[src/rtl/assert_macros.svh]
// Assertion macros shared by the RTL files.
// Define NO_ASSERTIONS to compile every check away.
`ifndef ASSERT_MACROS_SVH
`define ASSERT_MACROS_SVH

`ifndef NO_ASSERTIONS

// Condition a implies condition b in the same cycle
`define ASSERT_IMPLIES(label, clk, rst_n, a, b) \
	label: assert property (@(posedge clk) disable iff (!rst_n) (a) |-> (b)) \
		else $error("assertion failed: implication");

// Condition a implies condition b in the next cycle
`define ASSERT_NEXT(label, clk, rst_n, a, b) \
	label: assert property (@(posedge clk) disable iff (!rst_n) (a) |=> (b)) \
		else $error("assertion failed: next-cycle implication");

`else

`define ASSERT_IMPLIES(label, clk, rst_n, a, b)
`define ASSERT_NEXT(label, clk, rst_n, a, b)

`endif

`endif

[src/rtl/ows_pkg.sv]
package ows_pkg;

	localparam int unsigned ROM_BITS     = 64;
	localparam int unsigned END_POSITION = 65;
	localparam int unsigned FAMILY_LIMIT = 9;

	// Item kinds on the input channel
	typedef enum logic [2:0] {
		KIND_START_FIRST = 3'd0,
		KIND_START_NEXT  = 3'd1,
		KIND_BIT_PAIR    = 3'd2,
		KIND_TARGET      = 3'd3,
		KIND_FAMILY_SKIP = 3'd4
	} kind_t;

	// Result status codes
	typedef enum logic [2:0] {
		ST_SETUP    = 3'd0,
		ST_SEND_CMD = 3'd1,
		ST_WRITE    = 3'd2,
		ST_FOUND    = 3'd3,
		ST_FAILED   = 3'd4,
		ST_IGNORED  = 3'd5
	} status_t;

	typedef struct packed {
		logic [2:0] kind;
		logic       presence_missing;
		logic       id_bit;
		logic       complement_bit;
		logic [7:0] family_byte;
	} in_item_t;

	typedef struct packed {
		logic [2:0]          status;
		logic                direction;
		logic [ROM_BITS-1:0] rom_code;
		logic                no_more_devices;
	} out_item_t;

endpackage

[src/rtl/ows_in_if.sv]
interface ows_in_if;
	import ows_pkg::*;

	logic     valid;
	logic     ready;
	in_item_t payload;

	modport source(output valid, output payload, input ready);
	modport sink(input valid, input payload, output ready);
endinterface

[src/rtl/ows_out_if.sv]
interface ows_out_if;
	import ows_pkg::*;

	logic      valid;
	logic      ready;
	out_item_t payload;

	modport source(output valid, output payload, input ready);
	modport sink(input valid, input payload, output ready);
endinterface

[src/rtl/onewire_rom_search_engine_core.sv]
// 1-Wire ROM search decision engine.
// in_ch takes one item per handshake: a search start (first or next, with the
// bus reset presence result), a read bit pair, a target family setup or a
// family skip. out_ch returns exactly one result per item: a status, the
// direction bit to write on the bus, the ROM register and the last-device flag.
// An accepted item is registered in the input stage; its state update and
// result are computed in one pass of logic and go to the output register.
// Throughput is one item per cycle while the receiver does not stall; the only
// loop is the search state read and written by the single stage of logic.
// Reset clears the ROM register and the search state, sets the bit position
// to one, and empties both stages.
// When the receiver stalls, the result waits in the output register and one
// more item may be held in the input stage; in_ch.ready drops only when both
// are full.
`include "assert_macros.svh"

module onewire_rom_search_engine_core (
	input logic       clk,
	input logic       arst_n,
	ows_in_if.sink    in_ch,
	ows_out_if.source out_ch
);
	import ows_pkg::*;

	// Input stage
	logic     valid_s1;
	in_item_t item_s1;

	// Output stage
	logic      out_valid_q;
	out_item_t out_item_q;

	// Search state
	logic [ROM_BITS-1:0] rom_q;
	logic [6:0]          last_disc_q;
	logic [3:0]          family_disc_q;
	logic                last_dev_q;
	logic [6:0]          bit_pos_q;
	logic [6:0]          zero_mark_q;
	logic                searching_q;

	// Next state and result
	logic [ROM_BITS-1:0] rom_d;
	logic [6:0]          last_disc_d;
	logic [3:0]          family_disc_d;
	logic                last_dev_d;
	logic [6:0]          bit_pos_d;
	logic [6:0]          zero_mark_d;
	logic                searching_d;
	status_t             res_status;
	logic                res_dir;

	logic       advance;
	logic       start_fail;
	logic [6:0] bit_pos_m1;
	logic [5:0] bit_idx;
	logic [6:0] bit_pos_p1;

	// Move the input stage forward when the output register is free
	assign advance      = valid_s1 && (!out_valid_q || out_ch.ready);
	assign in_ch.ready  = !valid_s1 || advance;
	assign out_ch.valid = out_valid_q;
	assign out_ch.payload = out_item_q;

	assign bit_pos_m1 = bit_pos_q - 7'd1;
	assign bit_idx    = bit_pos_m1[5:0];
	assign bit_pos_p1 = bit_pos_q + 7'd1;
	assign start_fail = item_s1.presence_missing ||
		(last_dev_q && (item_s1.kind != KIND_START_FIRST));

	// Decide the state update and the result for the item in the input stage
	always_comb begin
		rom_d         = rom_q;
		last_disc_d   = last_disc_q;
		family_disc_d = family_disc_q;
		last_dev_d    = last_dev_q;
		bit_pos_d     = bit_pos_q;
		zero_mark_d   = zero_mark_q;
		searching_d   = searching_q;
		res_status    = ST_IGNORED;
		res_dir       = 1'b0;

		unique case (item_s1.kind) inside
			KIND_START_FIRST, KIND_START_NEXT: begin
				if (item_s1.kind == KIND_START_FIRST) begin
					last_disc_d   = '0;
					family_disc_d = '0;
					last_dev_d    = 1'b0;
				end
				if (start_fail) begin
					searching_d   = 1'b0;
					last_disc_d   = '0;
					family_disc_d = '0;
					last_dev_d    = 1'b0;
					res_status    = ST_FAILED;
				end else begin
					searching_d = 1'b1;
					bit_pos_d   = 7'd1;
					zero_mark_d = '0;
					res_status  = ST_SEND_CMD;
				end
			end
			KIND_BIT_PAIR: begin
				if (!searching_q) begin
					res_status = ST_IGNORED;
				end else if (item_s1.id_bit && item_s1.complement_bit) begin
					searching_d   = 1'b0;
					last_disc_d   = '0;
					family_disc_d = '0;
					last_dev_d    = 1'b0;
					res_status    = ST_FAILED;
				end else begin
					// Pick the direction: forced bit, or discrepancy rule
					if (item_s1.id_bit != item_s1.complement_bit) begin
						res_dir = item_s1.id_bit;
					end else begin
						if (bit_pos_q < last_disc_q) begin
							res_dir = rom_q[bit_idx];
						end else begin
							res_dir = (bit_pos_q == last_disc_q);
						end
						if (!res_dir) begin
							zero_mark_d = bit_pos_q;
							if (bit_pos_q < 7'(FAMILY_LIMIT)) begin
								family_disc_d = bit_pos_q[3:0];
							end
						end
					end
					rom_d[bit_idx] = res_dir;
					bit_pos_d      = bit_pos_p1;
					if (bit_pos_p1 < 7'(END_POSITION)) begin
						res_status = ST_WRITE;
					end else begin
						// Close the pass
						searching_d = 1'b0;
						last_disc_d = zero_mark_d;
						if (zero_mark_d == 7'd0) begin
							last_dev_d = 1'b1;
						end
						if (rom_d[7:0] == 8'd0) begin
							last_disc_d   = '0;
							family_disc_d = '0;
							last_dev_d    = 1'b0;
							res_status    = ST_FAILED;
						end else begin
							res_status = ST_FOUND;
						end
					end
				end
			end
			KIND_TARGET: begin
				searching_d   = 1'b0;
				rom_d         = ROM_BITS'(item_s1.family_byte);
				last_disc_d   = 7'(ROM_BITS);
				family_disc_d = '0;
				last_dev_d    = 1'b0;
				res_status    = ST_SETUP;
			end
			KIND_FAMILY_SKIP: begin
				searching_d   = 1'b0;
				last_disc_d   = {3'd0, family_disc_q};
				family_disc_d = '0;
				if (family_disc_q == 4'd0) begin
					last_dev_d = 1'b1;
				end
				res_status = ST_SETUP;
			end
			default: begin
				res_status = ST_IGNORED;
			end
		endcase
	end

	// Hold the valid bits of both stages
	always_ff @(posedge clk or negedge arst_n) begin
		if (!arst_n) begin
			valid_s1    <= 1'b0;
			out_valid_q <= 1'b0;
		end else begin
			if (in_ch.ready) begin
				valid_s1 <= in_ch.valid;
			end
			if (advance) begin
				out_valid_q <= 1'b1;
			end else if (out_ch.ready) begin
				out_valid_q <= 1'b0;
			end
		end
	end

	// Load the input stage and the result register
	always_ff @(posedge clk) begin
		if (in_ch.ready && in_ch.valid) begin
			item_s1 <= in_ch.payload;
		end
		if (advance) begin
			out_item_q.status          <= res_status;
			out_item_q.direction       <= res_dir;
			out_item_q.rom_code        <= rom_d;
			out_item_q.no_more_devices <= last_dev_d;
		end
	end

	// Advance the search state
	always_ff @(posedge clk or negedge arst_n) begin
		if (!arst_n) begin
			rom_q         <= '0;
			last_disc_q   <= '0;
			family_disc_q <= '0;
			last_dev_q    <= 1'b0;
			bit_pos_q     <= 7'd1;
			zero_mark_q   <= '0;
			searching_q   <= 1'b0;
		end else if (advance) begin
			rom_q         <= rom_d;
			last_disc_q   <= last_disc_d;
			family_disc_q <= family_disc_d;
			last_dev_q    <= last_dev_d;
			bit_pos_q     <= bit_pos_d;
			zero_mark_q   <= zero_mark_d;
			searching_q   <= searching_d;
		end
	end

	`ASSERT_IMPLIES(a_bit_pos_range, clk, arst_n, searching_q, (bit_pos_q != 7'd0) && (bit_pos_q < 7'(END_POSITION)))
	`ASSERT_IMPLIES(a_no_pass_after_last, clk, arst_n, searching_q, !last_dev_q)
	`ASSERT_IMPLIES(a_write_in_pass, clk, arst_n, out_valid_q && (out_item_q.status == ST_WRITE), searching_q)
	`ASSERT_IMPLIES(a_found_family, clk, arst_n, out_valid_q && (out_item_q.status == ST_FOUND), out_item_q.rom_code[7:0] != 8'd0)
	`ASSERT_IMPLIES(a_stall_only_full, clk, arst_n, !in_ch.ready, valid_s1 && out_valid_q && !out_ch.ready)

endmodule
[src/flat_wrapper.sv]
// flat-port wrapper written by rule: the top's interface ports become plain ports
module onewire_rom_search_engine_core_flat import ows_pkg::*;
  (clk, arst_n, in_ch_valid, in_ch_payload, in_ch_ready, out_ch_valid, out_ch_payload, out_ch_ready);
  ows_in_if in_ch_i ();
  ows_out_if out_ch_i ();
  input logic clk;
  input logic arst_n;
  input wire logic [$bits(in_ch_i.valid)-1:0] in_ch_valid;
  input wire logic [$bits(in_ch_i.payload)-1:0] in_ch_payload;
  output wire logic [$bits(in_ch_i.ready)-1:0] in_ch_ready;
  output wire logic [$bits(out_ch_i.valid)-1:0] out_ch_valid;
  output wire logic [$bits(out_ch_i.payload)-1:0] out_ch_payload;
  input wire logic [$bits(out_ch_i.ready)-1:0] out_ch_ready;
  assign in_ch_i.valid = in_ch_valid;
  assign in_ch_i.payload = in_ch_payload;
  assign in_ch_ready = in_ch_i.ready;
  assign out_ch_valid = out_ch_i.valid;
  assign out_ch_payload = out_ch_i.payload;
  assign out_ch_i.ready = out_ch_ready;
  onewire_rom_search_engine_core u_core (.clk(clk), .arst_n(arst_n), .in_ch(in_ch_i), .out_ch(out_ch_i));
endmodule
[config.mk]
export PLATFORM = sky130hd
export DESIGN_NAME = onewire_rom_search_engine_core_flat
export DESIGN_NICKNAME = d
export VERILOG_FILES = /design/src/rtl/ows_pkg.sv /design/src/rtl/ows_in_if.sv /design/src/rtl/ows_out_if.sv /design/src/rtl/onewire_rom_search_engine_core.sv /design/src/flat_wrapper.sv
export VERILOG_INCLUDE_DIRS = /design/src /design/src/rtl
export SDC_FILE = /design/constraint.sdc
export NUM_CORES = 1
export LEC_CHECK = 0
export ABC_AREA = 1
export BUFFER_PORTS_ARGS = -buffer_cell sky130_fd_sc_hd__buf_2
export CAP_MARGIN = 20
export CORE_MARGIN = 4
export CORE_UTILIZATION = 45
export CTS_CLUSTER_SIZE = 25
export DETAILED_ROUTE_END_ITERATION = 12
export GPL_ROUTABILITY_DRIVEN = 0
export GPL_TIMING_DRIVEN = 0
export PLACE_DENSITY = 0.59
export SLEW_MARGIN = 5
export SYNTH_ARGS = -nofsm -noshare
export SYNTH_HDL_FRONTEND = slang
export SYNTH_SLANG_ARGS = --single-unit
[constraint.sdc]
create_clock -name clk -period 6.9 [get_ports clk]
set_input_delay 1.725 -clock clk [delete_from_list [all_inputs] [get_ports clk]]
set_output_delay 1.725 -clock clk [all_outputs]
set_load 0.02 [all_outputs]
* After elaboration in Yosys (flattened, before gate mapping) *
Cells that the tools add are included.
Widths: inputs -> output; s select.

storage, ports and cells
  flip-flop bits (word level) = 176

cells by class
  add/subtract/negate cells = 2
  $lt $le $gt $ge = 5
  eq/ne operators = 11
  muxes and demuxes = 69
  bitwise logic cells = 2
  reductions and logical operators = 26

operators with widths
  cell                 number
  $mux 64              2
  $pmux 64 s2          1
  $mux 7               17
  $bwmux 64            1
  $mux 4               9
  $pmux 7 s2           2
  $pmux 7 s4           1
  $mux 1               25
  $mux 3               5
  $pmux 4 s3           1
  $reduce_and 5->1     2
  $pmux 3 s3           1
  $logic_not 8->1      1
  $add 7x1->7 const B  1
  $eq 7x7->1           1
  $logic_not 7->1      1
  $lt 6x7->1 const B   1
  $lt 7x4->1 const B   1
  $lt 7x7->1           1
  $lt 7x7->1 const B   1
  $bmux 1 s6           1
  $demux 1 s6          1
  $eq 3x2->1 const B   2
  $ge 6x1->1 const B   1
  23 further kinds     35

* Depth between registers and ports, before layout *
Gate-level depths: netlist of run 1.

  word-level depth = 20
  gate-level depth with buffers = 26

* Worst setup path after synthesis of run 1 *
No wires, ideal clock.

  path type = input port to flip-flop
  from = in out_ch_ready
  to = reg u_core.out_item_q, in the netlist u_core.out_ch.payload[0], enable pin
  setup time = 0.458 ns
  data arrival time = 4.343 ns
  slack = 2.100 ns
  stages = 6
  path buffers = 2
  path through = inv_1 -> nand2_1 -> nand2_1 -> inv_1 -> clkbuf_1 -> clkbuf_1

between the ends
  longest elaborated chain between the ends = 2

RTL lines
  element             line                                  text
  from (decl)         flat_wrapper.sv:13                    input wire logic [$bits(out_ch_i.ready)-1:0] out_ch_ready;
  $logic_or 1x1->1    onewire_rom_search_engine_core.sv:60  assign advance = valid_s1 && (!out_valid_q || out_ch.ready);
  $logic_and 1x1->1   onewire_rom_search_engine_core.sv:60
  via u_core.advance  onewire_rom_search_engine_core.sv:53  logic advance;
  to (decl)           onewire_rom_search_engine_core.sv:31  out_item_t out_item_q;

The timed path passes the listed nets, and every way through them passes these cells.
A chain may end at the register's enable or synchronous reset.

* Worst setup path in the final report of run 1 *
  from = reg u_core.bit_pos_q[0]
  to = reg u_core.rom_q[13]

between the ends
  longest elaborated chain between the ends = 16
  elaborated cells on any way between the ends = 23
  those cells by class = add/sub: 1; order compare: 3; eq/ne: 1; mux: 17; reduce/logical: 1

RTL lines
  element                       line                                   text
  from (decl)                   onewire_rom_search_engine_core.sv:38   logic [6:0] bit_pos_q;
  from (signal assigned)        onewire_rom_search_engine_core.sv:219  bit_pos_q <= bit_pos_d;
  $sub 6x1->6                   onewire_rom_search_engine_core.sv:65   assign bit_pos_m1 = bit_pos_q - 7'd1;
  $bmux 1 s6                    onewire_rom_search_engine_core.sv:118  res_dir = rom_q[bit_idx];
  $mux 1 (not written as such)  onewire_rom_search_engine_core.sv:118
  $mux 1                        onewire_rom_search_engine_core.sv:117  if (bit_pos_q < last_disc_q) begin
  $mux 1                        onewire_rom_search_engine_core.sv:114  if (item_s1.id_bit != item_s1.complement_bit) begin
  $mux 1                        onewire_rom_search_engine_core.sv:106  end else if (item_s1.id_bit && item_s1.complement_bit) begin
  $mux 1                        onewire_rom_search_engine_core.sv:104  if (!searching_q) begin
  $mux 1                        onewire_rom_search_engine_core.sv:83   unique case (item_s1.kind) inside
  $mux 1                        onewire_rom_search_engine_core.sv:114
  $mux 1                        onewire_rom_search_engine_core.sv:106
  $mux 1                        onewire_rom_search_engine_core.sv:104
  $mux 1                        onewire_rom_search_engine_core.sv:83
  $bwmux 64 *                   onewire_rom_search_engine_core.sv:129  rom_d[bit_idx] = res_dir;
  $mux 64 *                     onewire_rom_search_engine_core.sv:106
  $mux 64 *                     onewire_rom_search_engine_core.sv:104
  $pmux 64 s2 *                 onewire_rom_search_engine_core.sv:83
  via u_core.rom_d[13]          onewire_rom_search_engine_core.sv:43   logic [ROM_BITS-1:0] rom_d;
  to (signal assigned)          onewire_rom_search_engine_core.sv:215  rom_q <= rom_d;
  to (decl)                     onewire_rom_search_engine_core.sv:34   logic [ROM_BITS-1:0] rom_q;

The timed path passes the listed nets; every way through them passes the cells marked *. The select of a mux whose other input is x is not followed.

==> results.py, run 1 <==
metrics = {
    "setup_path": {
        "path_cells": "inv_2 > buf_2 > ha_1 > inv_1 > clkbuf_1 > nor2_1 > inv_1 > nor2_1 > inv_1 > nor2_1 > inv_1 > nor3_1 > o32ai_2 > nand2_1 > o21ai_0",
        "worst-setup-path-type": "register to register",
        "cpMostUsedCell": "inv_1",
        "path_depth": 15,
        "cp.required_ns": 7.20,
        "critPathSlowestCell": "nor2_1",
        "critPathTopFamily": "simple AND/OR/NAND/NOR gates",
        "cp_num_buf_inv": 7,
        "critical-path-max-stage-delay_ns": 0.85,
        "arrival_ns": 4.98,
        "cp_max_fo": 11,
        "rr_endpoint": "u_core.rom_q[13]$_DFFE_PN0P_",
        "r2r-start": "u_core.bit_pos_q[0]$_DFFE_PN1P_",
        "endpoint_kind": "register",
        "reg2reg_depth": 15,
        "critPathCapture": "u_core.rom_q[13]$_DFFE_PN0P_",
        "start_kind": "register",
        "rrSetupSlack_ns": 2.21,
        "critPathLaunch": "u_core.bit_pos_q[0]$_DFFE_PN1P_",
    },
    "route": {
        "vias": 8889,
        "first_iter_violations": 1274,
        "routed_wirelength_um": 31700,
        "dr.pass1.iters": 8,
        "detail-route-antenna-nets": 0,
        "drc": 0,
        "vias_per_cell": 5.76,
        "wire_per_inst_um": 20.5,
    },
    "clock_network": {
        "cts_setup_buffers": 0,
        "clk_pin_slew_ns": 0.07,
        "cts_buffer_depth": 2,
        "cts-root-buf": "clkbuf_16",
        "htreeDepth": 4,
        "clkSinkCount": 176,
        "ctsResizeCount": 0,
        "clk_latency_ns": 0.44,
        "cts_made_buffers": 17,
        "cts_tree": "built",
        "postCtsHoldBufs": 0,
    },
    "layout": {
        "layout-drive-gt1-share_pct": 15.1,
        "diodes": 0,
        "post-route-util_pct": 52.8,
        "layout.area.seq_um2": 4820,
        "layout.nets": 1285,
        "multi_input_area_um2": 4020,
        "nFillCells": 2026,
        "syn_to_final_growth_pct": 15.4,
    },
    "grt": {
        "grt_start_max_net_pins": 61,
        "grt_pass1_vias": 8341,
        "antenna_found_initial": 0,
        "grt_pass1_wl_um": 49100,
        "gr-usage-all-layers_pct": 26.8,
        "grt_overflow_total": 0,
    },
    "yosys": {
        "synth_seq_area_share_pct": 49.9,
        "synth_cell_types": 44,
        "async_flop_share_pct": 52.8,
        "synth.most_common_cell": "nand2_1",
        "syn_nets": 1175,
        "synthCells": 1146,
        "ys_warn_count": 0,
        "synthTopCellsByCount": "nand2_1, inv_1, o21ai_0",
        "syn_avg_cell_area_um2": 8.43,
        "synth_edf_count": 83,
        "synthDominantCellAreaShare_pct": 25.8,
        "synth_area_um2": 9660,
        "ys_seq_elements": 176,
        "synth_area_leaders": "edfxtp_1, dfrtp_1, nand2_1, o21ai_0, inv_1",
        "dominantRegCellSynth": "dfrtp_1",
        "synth_top_area_cell": "edfxtp_1",
    },
    "pwr": {
        "ir_worst_vdd_mv": 0.222,
        "power_switching_mw": 2.46,
        "switching_share_pct": 46.6,
        "leakage_nw": 4.62,
        "clockPowerShare_pct": 20.2,
        "pwr_density_cell_nw_per_um2": 474,
        "power_mw": 5.28,
        "power_frac_comb_pct": 48.4,
        "p_int_mw": 2.82,
        "p_seq_share_pct": 31.4,
    },
    "min_path": {
        "hold_path.class": "register to register",
    },
    "placement": {
        "port_buffers": 88,
        "dpl_worst_slack_ns": 2.46,
        "dp_hpwl_um": 21500,
    },
    "floorplanning": {
        "rows": 53,
        "die_w_um": 155,
        "dieArea_um2": 23900,
        "ioPinCount": 89,
        "initial_utilization_pct": 45.8,
        "die_h_um": 155,
        "coreArea_um2": 21100,
    },
    "sta": {
        "fin_crit_ns": 4.69,
        "slew_viol_final": 0,
        "max_slew_margin_pct": 22.1,
        "worst_pin_slew_ns": 1.16,
        "hold-worst-slack_ns": 0.495,
        "setup_viol": 0,
        "hold_violations": 0,
        "clock_skew_ns": 0.0104,
        "rsz0062_at_grt": "false",
        "max_freq_mhz": 213,
        "finalCritPeriodShare_pct": 67.9,
        "setup_slack_ns": 2.21,
        "finalSetupTns_ns": 0,
    },
    "outcome": {
        "run_status": "completed",
    },
    "job": {
        "cap_viol_max_count": 0,
    },
}
## cell usage in the layout (no fill, tap or decap), types with 2 or more instances in the layout
cell | netlist | routed
nand4_1 | 3 | 3
inv_6 | 0 | 4
o22ai_1 | 22 | 22
clkbuf_1 | 29 | 29
clkbuf_16 | 0 | 17
o21ai_0 | 124 | 124
o221ai_1 | 4 | 4
bufinv_16 | 0 | 4
nand3_2 | 3 | 3
nand3_1 | 39 | 39
nand2_1 | 299 | 299
buf_16 | 0 | 2
dfrtp_1 | 92 | 92
buf_4 | 4 | 5
xor2_1 | 5 | 5
edfxtp_1 | 83 | 83
a31oi_1 | 2 | 2
clkinv_4 | 0 | 2
buf_1 | 4 | 4
o32ai_1 | 18 | 18
nand2_4 | 2 | 2
inv_1 | 129 | 129
o211ai_1 | 9 | 9
o32ai_2 | 24 | 24
nor2_1 | 55 | 55
a21oi_1 | 63 | 63
nand2_2 | 3 | 3
clkinvlp_4 | 0 | 2
inv_2 | 6 | 6
nor3_1 | 63 | 63
nor2_2 | 2 | 2
buf_2 | 11 | 99
buf_6 | 6 | 6
clkinv_1 | 9 | 9
o21ai_1 | 8 | 8
ha_1 | 11 | 11
## logic make-up after synthesis
kind of cell,Yosys count,synth area share [%]
compound gates,279,18.9
xor+xnor,5,0.453
simple gates,476,20.8
buf+inv,199,8.52
flops,176,49.9
fa+ha+maj,11,1.42
## final cells by class
type / count / share of cell area (%)
Buffer: 54 / 2.51
Clock buffer: 18 / 3.85
Clock inverter: 14 / 1.83
Inverter: 145 / 4.91
Multi-Input combinational cell: 771 / 36.0
Sequential cell: 176 / 43.3
Tap cell: 275 / 3.09
Timing Repair Buffer: 91 / 4.51
## layer usage
metal | vias to the layer above | GRT usage (%) | share of wire, %
met5 | - | 0 | 0
met4 | 0 | 7.99 | 2.4
met3 | 69 | 6.24 | 10
met2 | 502 | 40.1 | 44
met1 | 4188 | 39.0 | 44
li1 | 4130 | - | -
## state kept, by name, indices dropped and copies added (netlist names), 4 cells and up
name                   cells
u_core.bit_pos_q           7
u_core.family_disc_q       4
u_core.item_s1            14
u_core.last_disc_q         7
u_core.out_ch.payload     69
u_core.rom_q              64
u_core.zero_mark_q         7
## stage by stage
stage | cell area (µm²) | std cells
3_5_place_dp | 10500 | 1512
5_1_grt | 11100 | 1544
3_3_place_gp | 10400 | 1509
6_report | 11100 | 1544
2_1_floorplan | 9660 | 1146
4_1_cts | 11100 | 1544
## worst min path at each step
stage	startpoint	to	slack, ns	cells past startpoint
3_3_place_gp	u_core.last_disc_q[6]$_DFFE_PN0P_	u_core.last_disc_q[6]$_DFFE_PN0P_	0.47	2
6_report	u_core.last_disc_q[6]$_DFFE_PN0P_	u_core.last_disc_q[6]$_DFFE_PN0P_	0.50	2
2_1_floorplan	u_core.last_disc_q[6]$_DFFE_PN0P_	u_core.last_disc_q[6]$_DFFE_PN0P_	0.45	2
4_1_cts	u_core.last_disc_q[6]$_DFFE_PN0P_	u_core.last_disc_q[6]$_DFFE_PN0P_	0.50	2
3_5_place_dp	u_core.last_disc_q[6]$_DFFE_PN0P_	u_core.last_disc_q[6]$_DFFE_PN0P_	0.48	2
5_1_grt	u_core.last_disc_q[6]$_DFFE_PN0P_	u_core.last_disc_q[6]$_DFFE_PN0P_	0.52	2
## power groups by stage
stage	registers (mW)	clock network (mW)	logic (mW)
global placement	1.67	0	2.45
detailed placement	1.67	0	2.48
global route	1.69	1.12	2.79
finish	1.66	1.07	2.56
CTS	1.65	1.08	2.49
floorplan	1.76	0	1.62
## worst register-to-register path: stages (launching register included)
cell	delay (ns)
dfstp_2	0.56
inv_2	0.08
buf_2	0.25
ha_1	0.53
inv_1	0.14
clkbuf_1	0.30
nor2_1	0.29
inv_1	0.09
nor2_1	0.09
inv_1	0.07
nor2_1	0.85
inv_1	0.53
nor3_1	0.39
o32ai_2	0.14
nand2_1	0.12
o21ai_0	0.11
Note: power is estimated with default switching activity, not from simulation.
==> inputs of run 2 (changes only) <==
==> constraint.sdc (replaced) <==
create_clock -name clk -period 4.5 [get_ports clk]
set_input_delay 1.125 -clock clk [delete_from_list [all_inputs] [get_ports clk]]
set_output_delay 1.125 -clock clk [all_outputs]
set_load 0.02 [all_outputs]
==> run 2 against run 1 <==
Highest routed layer unchanged. Final area about the same. Worst hold slack worse by 0.0017 ns. Critical path depth unchanged. Sequential power up 53%. Non-clock buffer count unchanged. Global-route usage unchanged. Sequential share of layout area about the same. Largest cell class unchanged. Clock-buffer cell count unchanged. Sequential cell count unchanged. Clock skew down 0.0022 ns. Register-to-register slack worse by 2.0 ns. Fmax up 9.0%.
==> results.py, run 2 (synthesis results as in run 1) <==
metrics = {
    "clock_network": {
        "cts_buffer_depth": 2,
        "htreeDepth": 4,
        "postCtsHoldBufs": 0,
        "cts_tree": "built",
        "clk_latency_ns": 0.44,
        "cts_made_buffers": 17,
        "cts-root-buf": "clkbuf_16",
        "cts_setup_buffers": 0,
        "clk_pin_slew_ns": 0.07,
        "clkSinkCount": 176,
    },
    "placement": {
        "place_area_um2": 10500,
        "dp_hpwl_um": 21500,
        "place_inst": 1512,
        "dpl_worst_slack_ns": 0.0647,
        "port_buffers": 88,
    },
    "setup_path": {
        "cp.required_ns": 4.80,
        "critical-path-max-stage-delay_ns": 0.56,
        "arrival_ns": 4.60,
        "endpoint_kind": "register",
        "worst-setup-path-type": "register to register",
        "path_cells": "inv_2 > buf_2 > ha_1 > inv_1 > clkbuf_1 > nor2_1 > inv_1 > nor2_1 > inv_1 > nor2_2 > inv_1 > nor3_1 > o32ai_2 > nand2_1 > o21ai_0",
        "cpMostUsedCell": "inv_1",
        "critPathSlowestCell": "dfstp_2",
        "start_kind": "register",
        "cp_max_fo": 11,
    },
    "sta": {
        "rsz0062_at_grt": "false",
        "hold_violations": 0,
        "finalCritPeriodShare_pct": 95.6,
        "fin_crit_ns": 4.30,
        "clock_skew_ns": 0.00824,
        "max_freq_mhz": 233,
        "max_slew_margin_pct": 26.3,
        "hold-worst-slack_ns": 0.494,
        "finalSetupTns_ns": 0,
        "worst_pin_slew_ns": 1.10,
        "setup_slack_ns": 0.200,
        "setup_viol": 0,
        "slew_viol_final": 0,
    },
    "pwr": {
        "pwr_density_cell_nw_per_um2": 726,
        "leakage_nw": 4.62,
        "power_mw": 8.09,
        "ir_worst_vdd_mv": 0.340,
    },
    "route": {
        "routed_wirelength_um": 31600,
        "dr.pass1.iters": 5,
        "first_iter_violations": 1167,
        "vias_per_cell": 5.71,
        "drc": 0,
        "detail-route-antenna-nets": 0,
        "wire_per_inst_um": 20.4,
        "vias": 8818,
    },
    "grt": {
        "grt_start_max_net_pins": 61,
        "gr-usage-all-layers_pct": 26.8,
        "grt_overflow_total": 0,
        "antenna_found_initial": 0,
        "grt_pass1_vias": 8341,
        "grt_pass1_wl_um": 49100,
    },
    "layout": {
        "syn_to_final_growth_pct": 15.5,
        "largest_reg_flops": 69,
        "layout.nets": 1285,
        "final_common_cell": "nand2_1",
        "layout-drive-gt1-share_pct": 15.4,
        "mostFrequentLayoutCells": "nand2_1, inv_1, o21ai_0",
        "post-route-util_pct": 52.9,
        "finalNonFillerCells": 1544,
        "diodes": 0,
        "design_area_um2": 11200,
    },
    "floorplanning": {
        "die_h_um": 155,
        "die_w_um": 155,
        "rows": 53,
        "coreArea_um2": 21100,
        "dieArea_um2": 23900,
        "initial_utilization_pct": 45.8,
        "ioPinCount": 89,
    },
    "job": {
        "cap_viol_max_count": 0,
    },
    "min_path": {
        "hold_path.class": "register to register",
    },
    "outcome": {
        "run_status": "completed",
    },
}
## run 2: changes by cell type in the layout (fill, tap and decap cells not counted)
| cell | before | now |
|---|---|---|
| nor2_1 | 55 | 51 |
| nor2_2 | 2 | 6 |
## run 2: layout make-up
| cell class | count | area, µm² |
|---|---|---|
| plain buffers | 54 | 280 |
| clock buffers | 18 | 429 |
| clock inverters | 14 | 204 |
| fillers | 2029 | 9930 |
| inverters | 145 | 547 |
| multi-input cells | 771 | 4030 |
| flip-flops and latches | 176 | 4820 |
| well taps | 275 | 344 |
| repair buffers | 91 | 503 |
## run 2: what timing repair did
action,in CTS,in global routing
hold endpoints to repair,0,0
setup endpoints to repair,0,42
gates resized for setup,0,4
## run 2: worst paths after layout
| check | from | end | slack (ns) | cells past startpoint |
|---|---|---|---|---|
| setup / recovery | u_core.bit_pos_q[0]$_DFFE_PN1P_ | u_core.rom_q[13]$_DFFE_PN0P_ | 0.20 | 15 |
| hold / removal | u_core.last_disc_q[6]$_DFFE_PN0P_ | u_core.last_disc_q[6]$_DFFE_PN0P_ | 0.49 | 2 |
| setup reg to reg | u_core.bit_pos_q[0]$_DFFE_PN1P_ | u_core.rom_q[13]$_DFFE_PN0P_ | 0.20 | 15 |
| hold reg to reg | u_core.last_disc_q[6]$_DFFE_PN0P_ | u_core.last_disc_q[6]$_DFFE_PN0P_ | 0.49 | 2 |
| max in group asynchronous | arst_n | u_core.rom_q[25]$_DFFE_PN0P_ | 3.17 | 2 |
| min in group asynchronous | arst_n | u_core.valid_s1$_DFFE_PN0N_ | 0.63 | 1 |
## run 2: layer usage
layer	vias up	track usage, %	wire length, µm
met4	0	7.99	775
met2	498	40.1	13800
met5	-	0	0
met1	4108	39.0	13600
met3	76	6.24	3360
li1	4136	-	-
## run 2: power by group
part           leakage, nW  switching (mW)  internal, mW
registers             2.05           0.279          2.26
clock network        0.304           0.695         0.942
logic                 2.27            2.80          1.12
## run 2: worst max-delay path: cells and delay by family (launching register included)
kind            cells  cell delay, ns
simple gates        5            1.42
buf+inv             7            1.39
flops               1            0.56
fa+ha+maj           1            0.52
compound gates      2            0.25
